[src/rtl/assert_macros.svh]
// Assertion macros shared by the RTL of the frame parser.
`ifndef ASSERT_MACROS_SVH
`define ASSERT_MACROS_SVH

// Property checked on every rising clock edge outside reset.
`define ASSERT_CLK(label, prop, msg) \
   label: assert property (@(posedge clock) disable iff (reset) (prop)) \
      else $error(msg);

// Condition that must never be true outside reset.
`define ASSERT_NEVER(label, cond, msg) \
   `ASSERT_CLK(label, !(cond), msg)

`endif

[src/rtl/ubxpvt_pkg.sv]
// Types, constants and field table of the NAV-PVT frame parser.
package ubxpvt_pkg;

   localparam int MAX_FRAME_BYTES = 256;
   localparam int COUNT_W         = $clog2(MAX_FRAME_BYTES + 1);
   localparam int LEN_W           = 17;
   localparam int CMP_W           = LEN_W + 1;
   localparam int FRAME_OVERHEAD  = 8;
   localparam int LEN_LO_INDEX    = 4;

   localparam int STORE_LO        = 6;
   localparam int STORE_DEPTH     = 80;
   localparam int STORE_AW        = $clog2(STORE_DEPTH);
   localparam int ROW_BYTES       = 4;
   localparam int LANE_W          = $clog2(ROW_BYTES);
   localparam int ROW_COUNT       = STORE_DEPTH / ROW_BYTES;
   localparam int ROW_W           = STORE_AW - LANE_W;

   localparam int FIELD_ID_W      = 5;
   localparam int VALUE_W         = 33;
   localparam int TOTAL_W         = 16;

   localparam logic [7:0] SYNC_1    = 8'hB5;
   localparam logic [7:0] SYNC_2    = 8'h62;
   localparam logic [7:0] MSG_CLASS = 8'h01;
   localparam logic [7:0] MSG_ID    = 8'h07;
   localparam logic [7:0] FIX_3D    = 8'd3;
   localparam logic [7:0] FIX_GNSS_DR = 8'd4;

   localparam logic [STORE_AW-1:0]   FIX_OFFSET = STORE_AW'(20);
   localparam logic [FIELD_ID_W-1:0] LAST_BASIC = FIELD_ID_W'(8);
   localparam logic [FIELD_ID_W-1:0] LAST_FULL  = FIELD_ID_W'(22);

   typedef enum logic [2:0] {
      ST_BYTE  = 3'd0,
      ST_HDR   = 3'd1,
      ST_OVF   = 3'd2,
      ST_CSUM  = 3'd3,
      ST_FIELD = 3'd4
   } status_type;

   typedef enum logic [1:0] {
      KIND_U1 = 2'd0,
      KIND_U2 = 2'd1,
      KIND_U4 = 2'd2,
      KIND_I4 = 2'd3
   } kind_type;

   typedef struct packed {
      logic [STORE_AW-1:0] offset;
      kind_type            kind;
   } field_spec_type;

   typedef struct packed {
      status_type                   status;
      logic [FIELD_ID_W-1:0]        field_id;
      logic signed [VALUE_W-1:0]    field_value;
      logic                         last;
      logic [TOTAL_W-1:0]           overflow_total;
      logic [TOTAL_W-1:0]           fix_frame_total;
   } rsp_item_type;

   function automatic field_spec_type field_spec(input logic [FIELD_ID_W-1:0] id);
      field_spec_type s;
      s.offset = '0;
      s.kind   = KIND_U1;
      case (id)
         5'd0:  begin s.offset = STORE_AW'(0);  s.kind = KIND_U4; end
         5'd1:  begin s.offset = STORE_AW'(4);  s.kind = KIND_U2; end
         5'd2:  begin s.offset = STORE_AW'(6);  s.kind = KIND_U1; end
         5'd3:  begin s.offset = STORE_AW'(7);  s.kind = KIND_U1; end
         5'd4:  begin s.offset = STORE_AW'(8);  s.kind = KIND_U1; end
         5'd5:  begin s.offset = STORE_AW'(9);  s.kind = KIND_U1; end
         5'd6:  begin s.offset = STORE_AW'(10); s.kind = KIND_U1; end
         5'd7:  begin s.offset = STORE_AW'(16); s.kind = KIND_I4; end
         5'd8:  begin s.offset = FIX_OFFSET;    s.kind = KIND_U1; end
         5'd9:  begin s.offset = STORE_AW'(28); s.kind = KIND_I4; end
         5'd10: begin s.offset = STORE_AW'(24); s.kind = KIND_I4; end
         5'd11: begin s.offset = STORE_AW'(48); s.kind = KIND_I4; end
         5'd12: begin s.offset = STORE_AW'(52); s.kind = KIND_I4; end
         5'd13: begin s.offset = STORE_AW'(56); s.kind = KIND_I4; end
         5'd14: begin s.offset = STORE_AW'(64); s.kind = KIND_I4; end
         5'd15: begin s.offset = STORE_AW'(60); s.kind = KIND_I4; end
         5'd16: begin s.offset = STORE_AW'(36); s.kind = KIND_I4; end
         5'd17: begin s.offset = STORE_AW'(32); s.kind = KIND_I4; end
         5'd18: begin s.offset = STORE_AW'(76); s.kind = KIND_U2; end
         5'd19: begin s.offset = STORE_AW'(68); s.kind = KIND_U4; end
         5'd20: begin s.offset = STORE_AW'(40); s.kind = KIND_U4; end
         5'd21: begin s.offset = STORE_AW'(44); s.kind = KIND_U4; end
         5'd22: begin s.offset = STORE_AW'(23); s.kind = KIND_U1; end
         default: begin s.offset = '0; s.kind = KIND_U1; end
      endcase
      return s;
   endfunction

endpackage

[src/rtl/ubxpvt_if.sv]
// Valid/ready channel interfaces for receiver bytes and parser results.
interface ubxpvt_req_if;
   logic       valid;
   logic       ready;
   logic [7:0] in_byte;

   modport source (output valid, output in_byte, input ready);
   modport sink   (input valid, input in_byte, output ready);
endinterface

interface ubxpvt_rsp_if;
   logic                                     valid;
   logic                                     ready;
   logic [2:0]                               status;
   logic [ubxpvt_pkg::FIELD_ID_W-1:0]        field_id;
   logic signed [ubxpvt_pkg::VALUE_W-1:0]    field_value;
   logic                                     last;
   logic [ubxpvt_pkg::TOTAL_W-1:0]           overflow_total;
   logic [ubxpvt_pkg::TOTAL_W-1:0]           fix_frame_total;

   modport source (output valid, output status, output field_id, output field_value,
                   output last, output overflow_total, output fix_frame_total,
                   input ready);
   modport sink   (input valid, input status, input field_id, input field_value,
                   input last, input overflow_total, input fix_frame_total,
                   output ready);
endinterface

[src/rtl/ubx_nav_pvt_frame_parser.sv]
// NAV-PVT frame parser: one byte per item in, status and field items out.
// A byte's status item is registered into the result queue when the byte is taken.
// Throughput: one byte per cycle while the result queue has room; a good frame then
//   stalls input while its 9 or 23 fields are read, one payload row per cycle while the queue has room.
// Reset: synchronous, active high; clears parser state, counters, store valid
//   bits and the two-entry result queue.
`include "assert_macros.svh"

module ubx_nav_pvt_frame_parser (
   input logic           clock,
   input logic           reset,
   ubxpvt_req_if.sink    req_ch,
   ubxpvt_rsp_if.source  rsp_ch
);

   localparam int FIFO_DEPTH = 2;
   localparam int FIFO_AW    = $clog2(FIFO_DEPTH);
   localparam int FIFO_CW    = $clog2(FIFO_DEPTH + 1);

   typedef enum logic [5:0] {
      PH_SYNC1 = 6'b000001,
      PH_SYNC2 = 6'b000010,
      PH_CLASS = 6'b000100,
      PH_ID    = 6'b001000,
      PH_LEN   = 6'b010000,
      PH_BODY  = 6'b100000
   } phase_type;

   // parser state
   phase_type                         phase_ff, phase_in;
   logic [ubxpvt_pkg::COUNT_W-1:0]    count_ff, count_in;
   logic [ubxpvt_pkg::LEN_W-1:0]      flen_ff, flen_in;
   logic [7:0]                        sum_a_ff, sum_a_in;
   logic [7:0]                        sum_b_ff, sum_b_in;
   logic [7:0]                        cka_ff, cka_in;
   logic [7:0]                        fix_ff, fix_in;
   logic [ubxpvt_pkg::TOTAL_W-1:0]    ovf_ff, ovf_in;
   logic [ubxpvt_pkg::TOTAL_W-1:0]    fixcnt_ff, fixcnt_in;

   logic                              req_take;
   logic [7:0]                        rx_byte;
   logic [ubxpvt_pkg::CMP_W-1:0]      idx_ext, idx_p1, idx_p3, flen_ext;
   logic [ubxpvt_pkg::CMP_W-1:0]      wa_full;
   logic [ubxpvt_pkg::STORE_AW-1:0]   wa;
   logic                              st_we;
   logic                              add_sum;
   logic                              mismatch;
   logic                              frame_ok;
   logic                              fix_good;
   logic [7:0]                        sum_a_add;
   ubxpvt_pkg::status_type            byte_status;

   // payload store, 32-bit rows with per-byte valid bits
   logic [31:0]                       store_mem [ubxpvt_pkg::ROW_COUNT];
   logic [ubxpvt_pkg::ROW_BYTES-1:0]  vld_ff [ubxpvt_pkg::ROW_COUNT];
   logic [31:0]                       rd_word_ff;
   logic [ubxpvt_pkg::ROW_BYTES-1:0]  rd_vld_ff;

   // field burst
   logic                              burst_ff, burst_in;
   logic                              full_ff, full_in;
   logic [ubxpvt_pkg::FIELD_ID_W-1:0] fld_ff, fld_in;
   logic [ubxpvt_pkg::FIELD_ID_W-1:0] last_id;
   logic                              rdv_ff, rdv_in;
   logic [ubxpvt_pkg::FIELD_ID_W-1:0] rd_id_ff;
   logic                              rd_last_ff;
   logic                              rd_issue;
   logic                              rd_push;
   ubxpvt_pkg::field_spec_type        issue_spec, rd_spec;
   logic [31:0]                       rd_masked, rd_shift;
   logic signed [ubxpvt_pkg::VALUE_W-1:0] rd_value;

   // result queue
   ubxpvt_pkg::rsp_item_type          fifo_ff [FIFO_DEPTH];
   logic [FIFO_AW-1:0]                wp_ff, rp_ff;
   logic [FIFO_CW-1:0]                cnt_ff, cnt_in;
   logic                              push, pop, fifo_room;
   ubxpvt_pkg::rsp_item_type          push_item, head;

   assign req_ch.ready = !burst_ff && !rdv_ff && (cnt_ff != FIFO_CW'(FIFO_DEPTH));
   assign req_take     = req_ch.valid && req_ch.ready;
   assign rx_byte      = req_ch.in_byte;

   assign idx_ext  = ubxpvt_pkg::CMP_W'(count_ff);
   assign idx_p1   = idx_ext + ubxpvt_pkg::CMP_W'(1);
   assign idx_p3   = idx_ext + ubxpvt_pkg::CMP_W'(3);
   assign flen_ext = ubxpvt_pkg::CMP_W'(flen_ff);
   assign wa_full  = idx_ext - ubxpvt_pkg::CMP_W'(ubxpvt_pkg::STORE_LO);
   assign wa       = wa_full[ubxpvt_pkg::STORE_AW-1:0];
   assign sum_a_add = sum_a_ff + rx_byte;

   always_comb begin
      phase_in    = phase_ff;
      count_in    = count_ff;
      flen_in     = flen_ff;
      sum_a_in    = sum_a_ff;
      sum_b_in    = sum_b_ff;
      cka_in      = cka_ff;
      fix_in      = fix_ff;
      ovf_in      = ovf_ff;
      fixcnt_in   = fixcnt_ff;
      byte_status = ubxpvt_pkg::ST_BYTE;
      st_we       = 1'b0;
      add_sum     = 1'b0;
      mismatch    = 1'b0;
      frame_ok    = 1'b0;
      fix_good    = 1'b0;
      if (req_take) begin
         if (count_ff >= ubxpvt_pkg::COUNT_W'(ubxpvt_pkg::MAX_FRAME_BYTES)) begin
            ovf_in      = ovf_ff + 1'b1;
            byte_status = ubxpvt_pkg::ST_OVF;
            phase_in    = PH_SYNC1;
            count_in    = '0;
         end else begin
            count_in = count_ff + 1'b1;
            st_we = (idx_ext >= ubxpvt_pkg::CMP_W'(ubxpvt_pkg::STORE_LO)) &&
                    (wa_full < ubxpvt_pkg::CMP_W'(ubxpvt_pkg::STORE_DEPTH));
            if (st_we && wa == ubxpvt_pkg::FIX_OFFSET) begin
               fix_in = rx_byte;
            end
            fix_good = (fix_in == ubxpvt_pkg::FIX_3D) || (fix_in == ubxpvt_pkg::FIX_GNSS_DR);
            case (phase_ff)
               PH_SYNC1: begin
                  if (rx_byte == ubxpvt_pkg::SYNC_1) begin
                     phase_in = PH_SYNC2;
                     sum_a_in = '0;
                     sum_b_in = '0;
                  end else begin
                     mismatch = 1'b1;
                  end
               end
               PH_SYNC2: begin
                  if (rx_byte == ubxpvt_pkg::SYNC_2) begin
                     phase_in = PH_CLASS;
                  end else begin
                     mismatch = 1'b1;
                  end
               end
               PH_CLASS: begin
                  if (rx_byte == ubxpvt_pkg::MSG_CLASS) begin
                     add_sum  = 1'b1;
                     phase_in = PH_ID;
                  end else begin
                     mismatch = 1'b1;
                  end
               end
               PH_ID: begin
                  if (rx_byte == ubxpvt_pkg::MSG_ID) begin
                     add_sum  = 1'b1;
                     phase_in = PH_LEN;
                  end else begin
                     mismatch = 1'b1;
                  end
               end
               PH_LEN: begin
                  add_sum = 1'b1;
                  if (count_ff == ubxpvt_pkg::COUNT_W'(ubxpvt_pkg::LEN_LO_INDEX)) begin
                     flen_in = ubxpvt_pkg::LEN_W'(rx_byte);
                  end else begin
                     flen_in  = ubxpvt_pkg::LEN_W'({rx_byte, flen_ff[7:0]}) +
                                ubxpvt_pkg::LEN_W'(ubxpvt_pkg::FRAME_OVERHEAD);
                     phase_in = PH_BODY;
                  end
               end
               PH_BODY: begin
                  if (idx_p1 < flen_ext) begin
                     if (idx_p3 <= flen_ext) begin
                        add_sum = 1'b1;
                     end else begin
                        cka_in = rx_byte;
                     end
                  end else begin
                     phase_in = PH_SYNC1;
                     count_in = '0;
                     if (sum_a_ff != cka_ff || sum_b_ff != rx_byte) begin
                        byte_status = ubxpvt_pkg::ST_CSUM;
                     end else begin
                        frame_ok = 1'b1;
                        if (fix_good) begin
                           fixcnt_in = fixcnt_ff + 1'b1;
                        end
                     end
                  end
               end
               default: begin
                  mismatch = 1'b1;
               end
            endcase
            if (mismatch) begin
               byte_status = ubxpvt_pkg::ST_HDR;
               phase_in    = PH_SYNC1;
               count_in    = '0;
            end
            if (add_sum) begin
               sum_a_in = sum_a_add;
               sum_b_in = sum_b_ff + sum_a_add;
            end
         end
      end
   end

   always_ff @(posedge clock) begin
      if (reset) begin
         phase_ff  <= PH_SYNC1;
         count_ff  <= '0;
         flen_ff   <= '0;
         sum_a_ff  <= '0;
         sum_b_ff  <= '0;
         cka_ff    <= '0;
         fix_ff    <= '0;
         ovf_ff    <= '0;
         fixcnt_ff <= '0;
      end else begin
         phase_ff  <= phase_in;
         count_ff  <= count_in;
         flen_ff   <= flen_in;
         sum_a_ff  <= sum_a_in;
         sum_b_ff  <= sum_b_in;
         cka_ff    <= cka_in;
         fix_ff    <= fix_in;
         ovf_ff    <= ovf_in;
         fixcnt_ff <= fixcnt_in;
      end
   end

   // field burst sequencing
   assign last_id    = full_ff ? ubxpvt_pkg::LAST_FULL : ubxpvt_pkg::LAST_BASIC;
   assign pop        = (cnt_ff != '0) && rsp_ch.ready;
   assign fifo_room  = (cnt_ff != FIFO_CW'(FIFO_DEPTH)) || pop;
   assign rd_push    = rdv_ff && fifo_room;
   assign rd_issue   = burst_ff && (!rdv_ff || rd_push);
   assign issue_spec = ubxpvt_pkg::field_spec(fld_ff);

   always_comb begin
      burst_in = burst_ff;
      full_in  = full_ff;
      fld_in   = fld_ff;
      rdv_in   = rdv_ff;
      if (frame_ok) begin
         burst_in = 1'b1;
         full_in  = fix_good;
         fld_in   = '0;
      end else if (rd_issue) begin
         if (fld_ff == last_id) begin
            burst_in = 1'b0;
         end else begin
            fld_in = fld_ff + 1'b1;
         end
      end
      if (rd_issue) begin
         rdv_in = 1'b1;
      end else if (rd_push) begin
         rdv_in = 1'b0;
      end
   end

   always_ff @(posedge clock) begin
      if (reset) begin
         burst_ff <= 1'b0;
         full_ff  <= 1'b0;
         fld_ff   <= '0;
         rdv_ff   <= 1'b0;
      end else begin
         burst_ff <= burst_in;
         full_ff  <= full_in;
         fld_ff   <= fld_in;
         rdv_ff   <= rdv_in;
      end
   end

   // store write and row read
   always_ff @(posedge clock) begin
      if (st_we) begin
         store_mem[wa[ubxpvt_pkg::STORE_AW-1:ubxpvt_pkg::LANE_W]]
                  [{wa[ubxpvt_pkg::LANE_W-1:0], 3'b000} +: 8] <= rx_byte;
      end
      if (rd_issue) begin
         rd_word_ff <= store_mem[issue_spec.offset[ubxpvt_pkg::STORE_AW-1:ubxpvt_pkg::LANE_W]];
         rd_vld_ff  <= vld_ff[issue_spec.offset[ubxpvt_pkg::STORE_AW-1:ubxpvt_pkg::LANE_W]];
         rd_id_ff   <= fld_ff;
         rd_last_ff <= (fld_ff == last_id);
      end
   end

   always_ff @(posedge clock) begin
      if (reset) begin
         for (int r = 0; r < ubxpvt_pkg::ROW_COUNT; r++) begin
            vld_ff[r] <= '0;
         end
      end else if (st_we) begin
         vld_ff[wa[ubxpvt_pkg::STORE_AW-1:ubxpvt_pkg::LANE_W]][wa[ubxpvt_pkg::LANE_W-1:0]] <= 1'b1;
      end
   end

   // field formatting; bytes never written read as zero
   assign rd_spec   = ubxpvt_pkg::field_spec(rd_id_ff);
   assign rd_masked = rd_word_ff & {{8{rd_vld_ff[3]}}, {8{rd_vld_ff[2]}},
                                    {8{rd_vld_ff[1]}}, {8{rd_vld_ff[0]}}};
   assign rd_shift  = rd_masked >> {rd_spec.offset[ubxpvt_pkg::LANE_W-1:0], 3'b000};

   always_comb begin
      case (rd_spec.kind)
         ubxpvt_pkg::KIND_U1: rd_value = ubxpvt_pkg::VALUE_W'(rd_shift[7:0]);
         ubxpvt_pkg::KIND_U2: rd_value = ubxpvt_pkg::VALUE_W'(rd_shift[15:0]);
         ubxpvt_pkg::KIND_U4: rd_value = ubxpvt_pkg::VALUE_W'(rd_shift);
         ubxpvt_pkg::KIND_I4: rd_value = {rd_shift[31], rd_shift};
         default:             rd_value = '0;
      endcase
   end

   // result queue
   assign push = (req_take && !frame_ok) || rd_push;

   always_comb begin
      if (rd_push) begin
         push_item.status          = ubxpvt_pkg::ST_FIELD;
         push_item.field_id        = rd_id_ff;
         push_item.field_value     = rd_value;
         push_item.last            = rd_last_ff;
         push_item.overflow_total  = ovf_ff;
         push_item.fix_frame_total = fixcnt_ff;
      end else begin
         push_item.status          = byte_status;
         push_item.field_id        = '0;
         push_item.field_value     = '0;
         push_item.last            = 1'b1;
         push_item.overflow_total  = ovf_in;
         push_item.fix_frame_total = fixcnt_in;
      end
   end

   always_comb begin
      cnt_in = cnt_ff;
      if (push && !pop) begin
         cnt_in = cnt_ff + 1'b1;
      end else if (pop && !push) begin
         cnt_in = cnt_ff - 1'b1;
      end
   end

   always_ff @(posedge clock) begin
      if (push) begin
         fifo_ff[wp_ff] <= push_item;
      end
   end

   always_ff @(posedge clock) begin
      if (reset) begin
         wp_ff  <= '0;
         rp_ff  <= '0;
         cnt_ff <= '0;
      end else begin
         if (push) begin
            wp_ff <= wp_ff + 1'b1;
         end
         if (pop) begin
            rp_ff <= rp_ff + 1'b1;
         end
         cnt_ff <= cnt_in;
      end
   end

   assign head                   = fifo_ff[rp_ff];
   assign rsp_ch.valid           = (cnt_ff != '0);
   assign rsp_ch.status          = head.status;
   assign rsp_ch.field_id        = head.field_id;
   assign rsp_ch.field_value     = head.field_value;
   assign rsp_ch.last            = head.last;
   assign rsp_ch.overflow_total  = head.overflow_total;
   assign rsp_ch.fix_frame_total = head.fix_frame_total;

   `ASSERT_NEVER(a_take_in_burst, req_take && (burst_ff || rdv_ff), "byte taken during field burst")
   `ASSERT_NEVER(a_fifo_overrun, push && !pop && (cnt_ff == FIFO_CW'(FIFO_DEPTH)), "result queue overrun")
   `ASSERT_CLK(a_burst_end_id, rd_push && rd_last_ff |-> (rd_id_ff == ubxpvt_pkg::LAST_BASIC) || (rd_id_ff == ubxpvt_pkg::LAST_FULL), "burst ended on wrong field")
   `ASSERT_CLK(a_fix_count_src, !$past(reset) && (fixcnt_ff != $past(fixcnt_ff)) |-> $past(frame_ok), "fix counter moved without a good frame")

endmodule

[src/flat_wrapper.sv]
// flat-port wrapper written by rule: the top's interface ports become plain ports
module ubx_nav_pvt_frame_parser_flat 
  (clock, reset, req_ch_valid, req_ch_in_byte, req_ch_ready, rsp_ch_valid, rsp_ch_status, rsp_ch_field_id, rsp_ch_field_value, rsp_ch_last, rsp_ch_overflow_total, rsp_ch_fix_frame_total, rsp_ch_ready);
  ubxpvt_req_if req_ch_i ();
  ubxpvt_rsp_if rsp_ch_i ();
  input logic clock;
  input logic reset;
  input wire logic [$bits(req_ch_i.valid)-1:0] req_ch_valid;
  input wire logic [$bits(req_ch_i.in_byte)-1:0] req_ch_in_byte;
  output wire logic [$bits(req_ch_i.ready)-1:0] req_ch_ready;
  output wire logic [$bits(rsp_ch_i.valid)-1:0] rsp_ch_valid;
  output wire logic [$bits(rsp_ch_i.status)-1:0] rsp_ch_status;
  output wire logic [$bits(rsp_ch_i.field_id)-1:0] rsp_ch_field_id;
  output wire logic [$bits(rsp_ch_i.field_value)-1:0] rsp_ch_field_value;
  output wire logic [$bits(rsp_ch_i.last)-1:0] rsp_ch_last;
  output wire logic [$bits(rsp_ch_i.overflow_total)-1:0] rsp_ch_overflow_total;
  output wire logic [$bits(rsp_ch_i.fix_frame_total)-1:0] rsp_ch_fix_frame_total;
  input wire logic [$bits(rsp_ch_i.ready)-1:0] rsp_ch_ready;
  assign req_ch_i.valid = req_ch_valid;
  assign req_ch_i.in_byte = req_ch_in_byte;
  assign req_ch_ready = req_ch_i.ready;
  assign rsp_ch_valid = rsp_ch_i.valid;
  assign rsp_ch_status = rsp_ch_i.status;
  assign rsp_ch_field_id = rsp_ch_i.field_id;
  assign rsp_ch_field_value = rsp_ch_i.field_value;
  assign rsp_ch_last = rsp_ch_i.last;
  assign rsp_ch_overflow_total = rsp_ch_i.overflow_total;
  assign rsp_ch_fix_frame_total = rsp_ch_i.fix_frame_total;
  assign rsp_ch_i.ready = rsp_ch_ready;
  ubx_nav_pvt_frame_parser u_core (.clock(clock), .reset(reset), .req_ch(req_ch_i), .rsp_ch(rsp_ch_i));
endmodule
[config.mk]
export PLATFORM = sky130hd
export DESIGN_NAME = ubx_nav_pvt_frame_parser_flat
export DESIGN_NICKNAME = d
export VERILOG_FILES = /design/src/rtl/ubxpvt_pkg.sv /design/src/rtl/ubxpvt_if.sv /design/src/rtl/ubx_nav_pvt_frame_parser.sv /design/src/flat_wrapper.sv
export VERILOG_INCLUDE_DIRS = /design/src /design/src/rtl
export SDC_FILE = /design/constraint.sdc
export NUM_CORES = 1
export LEC_CHECK = 0
export BUFFER_PORTS_ARGS = -buffer_cell sky130_fd_sc_hd__buf_2
export CAP_MARGIN = 30
export CORE_MARGIN = 1.5
export CORE_UTILIZATION = 35
export CTS_BUF_LIST = sky130_fd_sc_hd__clkbuf_2 sky130_fd_sc_hd__clkbuf_4 sky130_fd_sc_hd__clkbuf_8
export CTS_CLUSTER_DIAMETER = 200
export DETAILED_ROUTE_END_ITERATION = 12
export GPL_TIMING_DRIVEN = 0
export PLACE_DENSITY = 0.48
export SLEW_MARGIN = 25
export SYNTH_ARGS = -nofsm -noshare
export SYNTH_HDL_FRONTEND = slang
export SYNTH_SLANG_ARGS = --single-unit
[constraint.sdc]
create_clock -name clock -period 18.3 [get_ports clock]
set_input_delay 2.745 -clock clock [delete_from_list [all_inputs] [get_ports clock]]
set_output_delay 2.745 -clock clock [all_outputs]
set_load 0.01 [all_outputs]
-- Yosys cells after proc, flatten, opt, wreduce, memory -nomap -nowiden
Memory sizes are Yosys's and may differ from the RTL's. A register that Yosys moved wholly into a read port is not among the register bits.
Cells that the tools add are included.
- register bits: 114
- bits in writable memories: 868
- ROM bits: 576
- bits of input ports: 12
- output and inout bits: 76
- word-level logic and storage cells: 206
- memories kept: 5
- memories (name ; depth ; bits a word ; rd ports ; clocked after Yosys merged registers in ; wr ports ; line ; text):
    u_core.store_mem ; 20 ; 32 ; 1 ; 1 ; 1 ; ubx_nav_pvt_frame_parser.sv:54 ; logic [31:0] store_mem [ubxpvt_pkg::ROW_COUNT];
    (name not given) ; 32 ; 9 ; 1 ; 1 ; 0 ; ubxpvt_pkg.sv:67 ; case (id)
    (name not given) ; 32 ; 9 ; 1 ; 1 ; 0 ; ubxpvt_pkg.sv:67 ;
    u_core.fifo_ff ; 2 ; 74 ; 1 ; 1 ; 1 ; ubx_nav_pvt_frame_parser.sv:74 ; ubxpvt_pkg::rsp_item_type fifo_ff [FIFO_DEPTH];
    u_core.vld_ff ; 20 ; 4 ; 1 ; 1 ; 20 ; ubx_nav_pvt_frame_parser.sv:55 ; logic [ubxpvt_pkg::ROW_BYTES-1:0] vld_ff [ubxpvt_pkg::ROW_COUNT];
- add/subtract/negate cells: 15
- $lt $le $gt $ge: 7
- equal/unequal tests: 27
- shift operators: 3
- muxes and demuxes: 86
- bitwise logic cells: 4
- reduce and logical (&&, ||, !) cells: 41
- operators with widths (kind ; number):
    $pmux 33 s4 ; 1
    $mux 16 ; 8
    $mux 74 ; 1
    $mux 8 ; 7
    $mux 6 ; 8
    $mux 9 ; 4
    $pmux 6 s6 ; 1
    $mux 1 ; 35
    $add 16x1->16 const B ; 2
    $and 32x32->32 ; 1
    $mux 32 ; 1
    $shift 8x7->32 const A ; 1
    $shiftx 8x7->32 ; 1
    $shr 32x5->32 ; 1
    $mux 5 ; 5
    $le 18x17->1 ; 1
    $lt 18x17->1 ; 1
    $lt 18x7->1 const B ; 1
    $add 16x4->17 const B ; 1
    $mux 17 ; 1
    $add 8x8->8 ; 2
    $eq 8x3->1 const B ; 2
    $ne 4x1->1 const B ; 4
    $ne 8x8->1 ; 2
    50 further kinds ; 91

-- Depth between registers and ports, before layout
Gate-level depths: netlist (run 1).
- depth in word-level cells: 16
- depth in mapped cells: 20

-- Worst setup path after synthesis (run 1)
No wires, ideal clock.
- kind: input -> register
- from: input port req_ch_in_byte[0]
- to: memory u_core.fifo_ff[1][0] (netlist bit), enable pin
- setup time: 0.621 ns
- arrival: 8.824 ns
- required time: 17.679 ns
- path slack: 8.855 ns
- stages: 7
- cells stage by stage: clkbuf_1 xnor2_1 nand4_1 nor4_1 nand2_1 o21ai_0 a21boi_0
- word-level cells in the longest chain between the ends: 12
- ends and longest elaborated chain (element ; line ; text):
    start, declared ; flat_wrapper.sv:9 ; input wire logic [$bits(req_ch_i.in_byte)-1:0] req_ch_in_byte;
    $ne 8x8->1 ; ubx_nav_pvt_frame_parser.sv:175 ; if (sum_a_ff != cka_ff || sum_b_ff != rx_byte) begin
    $logic_or 1x1->1 ; ubx_nav_pvt_frame_parser.sv:175 ;
    $mux 1 ; ubx_nav_pvt_frame_parser.sv:175 ;
    $mux 1 ; ubx_nav_pvt_frame_parser.sv:166 ; if (idx_p1 < flen_ext) begin
    $mux 1 ; ubx_nav_pvt_frame_parser.sv:122 ; case (phase_ff)
    $mux 1 ; ubx_nav_pvt_frame_parser.sv:109 ; if (count_ff >= ubxpvt_pkg::COUNT_W'(ubxpvt_pkg::MAX_FRAME_BYTES)) begin
    $mux 1 ; ubx_nav_pvt_frame_parser.sv:108 ; if (req_take) begin
    $logic_not 1->1 ; ubx_nav_pvt_frame_parser.sv:312 ; assign push = (req_take && !frame_ok) || rd_push;
    $logic_and 1x1->1 ; ubx_nav_pvt_frame_parser.sv:312 ;
    $logic_or 1x1->1 ; ubx_nav_pvt_frame_parser.sv:312 ;
    $mux 1 ; ubx_nav_pvt_frame_parser.sv:342 ; if (push) begin
    $mux 1 (implied by the code) ; ubx_nav_pvt_frame_parser.sv:343 ; fifo_ff[wp_ff] <= push_item;
    end, declared ; ubx_nav_pvt_frame_parser.sv:74 ;
Every way passes these cells.

==> results of run 1 <==
[worst min path at each step]
stage / start / endpoint / slack [ns] / depth (start not counted)
floorplan: u_core.vld_ff[22][0] / u_core.vld_ff[22][0] / 0.40 / 1
global placement: u_core.vld_ff[22][3] / u_core.vld_ff[22][3] / 0.41 / 1
detailed placement: u_core.vld_ff[27][1] / u_core.vld_ff[27][1] / 0.42 / 1
CTS: u_core.vld_ff[22][3] / u_core.vld_ff[22][3] / 0.43 / 1
global route: u_core.vld_ff[29][3] / u_core.vld_ff[29][3] / 0.43 / 1
finish: u_core.vld_ff[31][2] / u_core.vld_ff[31][2] / 0.42 / 1
[sequential cells by signal, summed over array words and instances (netlist names), 2 cells and up, named ones only]
signal and cells:
u_core.store_mem 640, u_core.fifo_ff 148, u_core.vld_ff 128, u_core.rd_word_ff 32, u_core.flen_ff 17, u_core.fixcnt_ff 16
u_core.ovf_ff 16, u_core.count_ff 9, u_core.cka_ff 8, u_core.fix_ff 8, u_core.sum_a_ff 8, u_core.sum_b_ff 8
u_core.phase_ff 6, u_core.fld_ff 5, u_core.issue_spec 5, u_core.rd_id_ff 5, u_core.rd_spec 4, u_core.rd_vld_ff 4
u_core.cnt_ff 2
[placed cells by master, fill, tap and decap left out, drive strengths merged, types with 65 or more instances in the layout]
| master | count |
|---|---|
| buf | 146 |
| dfxtp | 246 |
| mux4 | 232 |
| inv | 100 |
| edfxtp | 830 |
| mux2 | 128 |
| xnor2 | 65 |
| clkbuf | 456 |
| nand2 | 90 |
| nor2 | 235 |
[power by group through the flow]
stage | Combinational [mW] | Sequential [mW] | Clock, mW
finish | 0.297 | 2.67 | 2.17
global route | 0.321 | 2.67 | 2.34
CTS | 0.305 | 2.67 | 2.24
detailed placement | 0.303 | 2.72 | 0
global placement | 0.276 | 2.73 | 0
floorplan | 0.171 | 2.72 | 0
[worst register-to-register path: stages, from the launching register on]
cell       delay [ns]
dfxtp_1          0.30
clkbuf_1         0.62
clkbuf_1         0.72
nand4_1          0.24
nor2_1           0.15
ha_1             0.27
a21oi_1          0.14
o21ai_0          0.20
o2111ai_1        0.69
nand2b_1         0.27
clkbuf_1         0.28
nor2_1           0.27
inv_1            0.10
ha_1             0.33
o211ai_1         0.21
a22oi_1          0.12
o22ai_1          0.19
[cell families after synthesis]
group	Yosys count	share of synthesized area (%)
flops	1076	67.2
fa+ha+maj	55	1.58
buf+inv	294	2.53
mux	395	15.8
xor+xnor	92	1.81
compound gates	282	4.45
simple gates	597	6.65
[per-layer routing]
layer	GRT usage, %	routed length [µm]
met5	0	0
met4	5.74	3100
met3	3.32	5280
met2	30.2	57000
met1	23.6	50900
[stage by stage]
stage / hold slack [ns] / setup WS, ns
after detailed placement: 0.416 / 11.72
after floorplan: 0.400 / 8.85
after CTS: 0.428 / 12.17
after global placement: 0.408 / 5.01
after global routing: 0.434 / 12.17
final: 0.423 / 12.49
[layout make-up]
cell class              instances  area [µm²]
diodes                          3        7.51
plain buffers                 200         801
clock buffers                 279        3350
clock inverters                58         359
fillers                     11492       74500
inverters                      94         355
multi-input cells            1421       13500
flip-flops and latches       1076       29800
well taps                    1650        2060
repair buffers                123         922
==> impl_metrics.ini, run 1 <==
[floorplan]
dieArea_mm2 = 0.129
start_util_pct = 35.3
die_h_um = 359
core_mm2 = 0.126
die_w_um = 359
pin_count = 88
row_count = 130

[clock_network]
root_buffer = clkbuf_8
clock_latency_ns = 0.89
cts_max_level = 4
clk_pin_slew_worst_paths_ns = 0.07
post-cts-setup-buffers = 0
cts_buffer_depth = 3
ctsHoldBuffers = 0
cts_tree = done
cts_resized = 0
cts_sinks = 1076
numCtsBuffers = 179

[synthesis]
yosys_warnings = 0
ys_seq_area_share_pct = 67.2
synth_area_leaders = edfxtp_1, mux4_2, dfxtp_1, mux2_2, nor2_1
synth.most_common_cell = edfxtp_1
synth.cell_area_mm2 = 0.0444
ys_ff_latch = 1076
yosysUniqueCellTypes = 79
syn_nets = 2858
ys_top_cells_by_count = edfxtp_1, dfxtp_1, nor2_1, mux4_2, clkbuf_1
synthFlopType = edfxtp_1
syn_avg_cell_area_um2 = 15.9
async_reset_ff_share_pct = 0
synth_cells = 2791
yosysTopAreaCell = edfxtp_1
synth_edf_count = 830
synth_top_area_share_pct = 56.1

[run_status]
outcome = finished clean

[global_route]
grt_overflow_total = 0
antenna_found_initial = 2
grt_max_degree = 48
grt_pass1_wl_um = 173000
grt_usage_pct = 18.0
grt_pass1_vias = 26473

[timing]
max_freq_mhz = 172
period_needed_ns = 5.81
setup_violations = 0
worst_pin_slew_ns = 1.01
tns_ns = 0
max_slew_margin_pct = 32.3
drv_slew = 0
finalCritPeriodShare_pct = 31.8
hold_viol_final = 0
clock_skew_ns = 0.0507
rsz0062_at_grt = no

[finish]
finalNonFillerCells = 4904
post-route-util_pct = 40.8
nets = 3162
syn_to_final_growth_pct = 15.3
drive_gt1_share_pct = 26.9
fin_area_mm2 = 0.0512

[critical_path]
cp_slowest_cell = clkbuf_1
critPathKind = reg2out
endpoint = rsp_ch_status[1]
crit_family = buffers and inverters
rr_endpoint = u_core.issue_spec[4]
worst-path-buf-inv = 3
crit_chain = clkbuf_1, clkbuf_1, mux2_2, buf_2
arrival_ns = 3.07
rr_worst_depth = 16
worst-path-stages = 4
end_kind = primary output
max_stage_delay_ns = 0.70
required_ns = 15.55
path_max_fanout = 10
cp_common_cell = clkbuf_1
critPathLaunchType = flop
critical_path.reg2reg.startpoint = u_core.count_ff[8]
worst-r2r-setup-slack_ns = 13.14

[pwr]
switching_share_pct = 22.7
p_leak_nw = 16.5
power_density_mw_per_mm2 = 100
pwr-share-clk_pct = 42.3
internal_power_mw = 3.97
peakVddDrop_mv = 0.0627
pwr-share-comb_pct = 5.8
p_seq_share_pct = 51.9
p_switching_mw = 1.17
power_mw = 5.14

[placed_design]
dp.cells = 4547
dp_hpwl_um = 81200
gp_congestion = 0.855
portBuffers = 87
placed_area_mm2 = 0.0474

[detailed_routing]
first_pass_iters = 8
wirelength_um = 116000
ant_nets = 0
wl_per_cell_um = 23.7
drt_iter0_drc = 1860
drc_errors = 0
via_count = 25391
vias_per_cell = 5.18

[min_path]
min-delay-path-class = reg2reg

[run]
max_cap_viol_count = 0
(Power assumes the default switching activity.)
==> run 2, diff against run 1 <==
clock period = 5.9 ns   (was 18.3 ns; I/O delays follow)
==> impl_metrics.ini, run 2 (synthesis gave the netlist of run 1 again) <==
[timing]
worst_pin_slew_ns = 0.989
rsz0062_at_grt = no
clock_skew_ns = 0.0427
period_needed_ns = 5.11
max_slew_margin_pct = 33.8
setup_violations = 0
tns_ns = 0
hold_viol_final = 0
fin_ws_ns = 0.793
finalCritPeriodShare_pct = 86.6
drv_slew = 0
max_freq_mhz = 196

[min_path]
hold_end = u_core.vld_ff[27][3]
hp-start = u_core.vld_ff[27][3]
hold_depth = 1
min-delay-path-class = reg2reg

[detailed_routing]
first_pass_iters = 6
wirelength_um = 114000
via_count = 25274
vias_per_cell = 5.17
drc_errors = 0
ant_nets = 0
wl_per_cell_um = 23.4
drt_iter0_drc = 1869

[run]
max_cap_viol_count = 0

[critical_path]
rr_worst_depth = 18
worst-r2r-setup-slack_ns = 0.79
required_ns = 6.62
crit_path_start = u_core.count_ff[2]
path_max_fanout = 10
critPathLaunchType = flop
arrival_ns = 5.83
end_kind = flop
critical_path.reg2reg.startpoint = u_core.count_ff[2]
rr_endpoint = u_core.issue_spec[4]
critPathKind = reg2reg

[finish]
largest_register_ffs = 640
final_common_cell = edfxtp_1
nets = 3158
syn_to_final_growth_pct = 15.2
fin_area_mm2 = 0.0512
final_cell_mix = edfxtp_1, dfxtp_1, nor2_1
finalNonFillerCells = 4890
drive_gt1_share_pct = 26.2
fillers = 11460

[pwr]
power_density_mw_per_mm2 = 310
peakVddDrop_mv = 0.181
p_leak_nw = 16.5

[clock_network]
numCtsBuffers = 175
clock_latency_ns = 0.88
ctsHoldBuffers = 0
clk_pin_slew_worst_paths_ns = 0.06
cts_resized = 0
cts_tree = done
cts_sinks = 1076
post-cts-setup-buffers = 0
cts_buffer_depth = 3
root_buffer = clkbuf_8
cts_max_level = 4

[placed_design]
dp.cells = 4550
dp_hpwl_um = 81000
gp_congestion = 0.858
placed_area_mm2 = 0.0474
place_ws_ns = 0.870
portBuffers = 87

[run_status]
outcome = finished clean

[global_route]
grt_usage_pct = 17.8
grt_pass1_vias = 26480
grt_max_degree = 31
antenna_found_initial = 6
grt_pass1_wl_um = 171000
grt_overflow_total = 0

[floorplan]
start_util_pct = 35.3
dieArea_mm2 = 0.129
die_w_um = 359
core_mm2 = 0.126
die_h_um = 359
pin_count = 88
row_count = 130
==> run 2: cell type report <==
type                            instances  area, µm²  share of cell area (%)
Sequential cell                      1076      29800                    58.3
Multi-Input combinational cell       1421      13500                    26.4
Clock buffer                          258       3190                    6.23
Clock inverter                         66        447                   0.873
Timing Repair Buffer                  123        951                    1.86
Antenna cell                            2       5.00                 0.00978
Tap cell                             1650       2060                    4.03
Inverter                               94        353                   0.689
Buffer                                200        796                    1.56
==> run 2: critical path: stages (launching register included) <==
cell	delay [ns]
dfxtp_1	0.48
ha_1	0.34
clkbuf_1	0.42
nand4_1	0.27
nor2_1	0.20
xor2_1	0.21
ha_1	0.28
a21oi_1	0.13
o21ai_0	0.19
o2111ai_1	0.69
nand2b_1	0.30
clkbuf_1	0.30
nor2_1	0.26
inv_1	0.10
ha_1	0.33
inv_1	0.08
mux2i_1	0.07
a22oi_1	0.16
o22ai_1	0.13
==> run 2: how the worst max path moves through the flow <==
stage          depth (start not counted)                     to  slack, ns
2_1_floorplan                         11   u_core.fifo_ff[0][0]       0.87
3_3_place_gp                          11  u_core.fifo_ff[0][35]      -1.03
3_5_place_dp                          18   u_core.issue_spec[4]       0.87
4_1_cts                               17   u_core.issue_spec[4]       0.82
5_1_grt                               17   u_core.issue_spec[4]       0.41
6_report                              18   u_core.issue_spec[4]       0.79
==> run 2: metal layers <==
| metal | part of all wire [%] | global-route usage [%] |
|---|---|---|
| met5 | 0.010 | 0 |
| met4 | 2.8 | 6.06 |
| met3 | 5.1 | 3.78 |
| met1 | 43 | 23.1 |
| met2 | 49 | 29.7 |
==> run 2: where the power goes <==
| group | internal (mW) | leakage [nW] | switching, mW |
|---|---|---|---|
| sequential | 8.24 | 9.57 | 0.0356 |
| combinational | 0.396 | 4.97 | 0.526 |
| clock | 3.62 | 1.94 | 3.03 |
==> run 2: per-stage QoR <==
stage	hold slack, ns	total power [mW]	utilization (%)
after CTS	0.336	16.1	40.6
after floorplan	0.400	8.97	-
final	0.423	15.8	40.7
after global placement	0.407	9.31	37.3
after global routing	0.386	16.4	40.7
after detailed placement	0.415	9.38	37.7
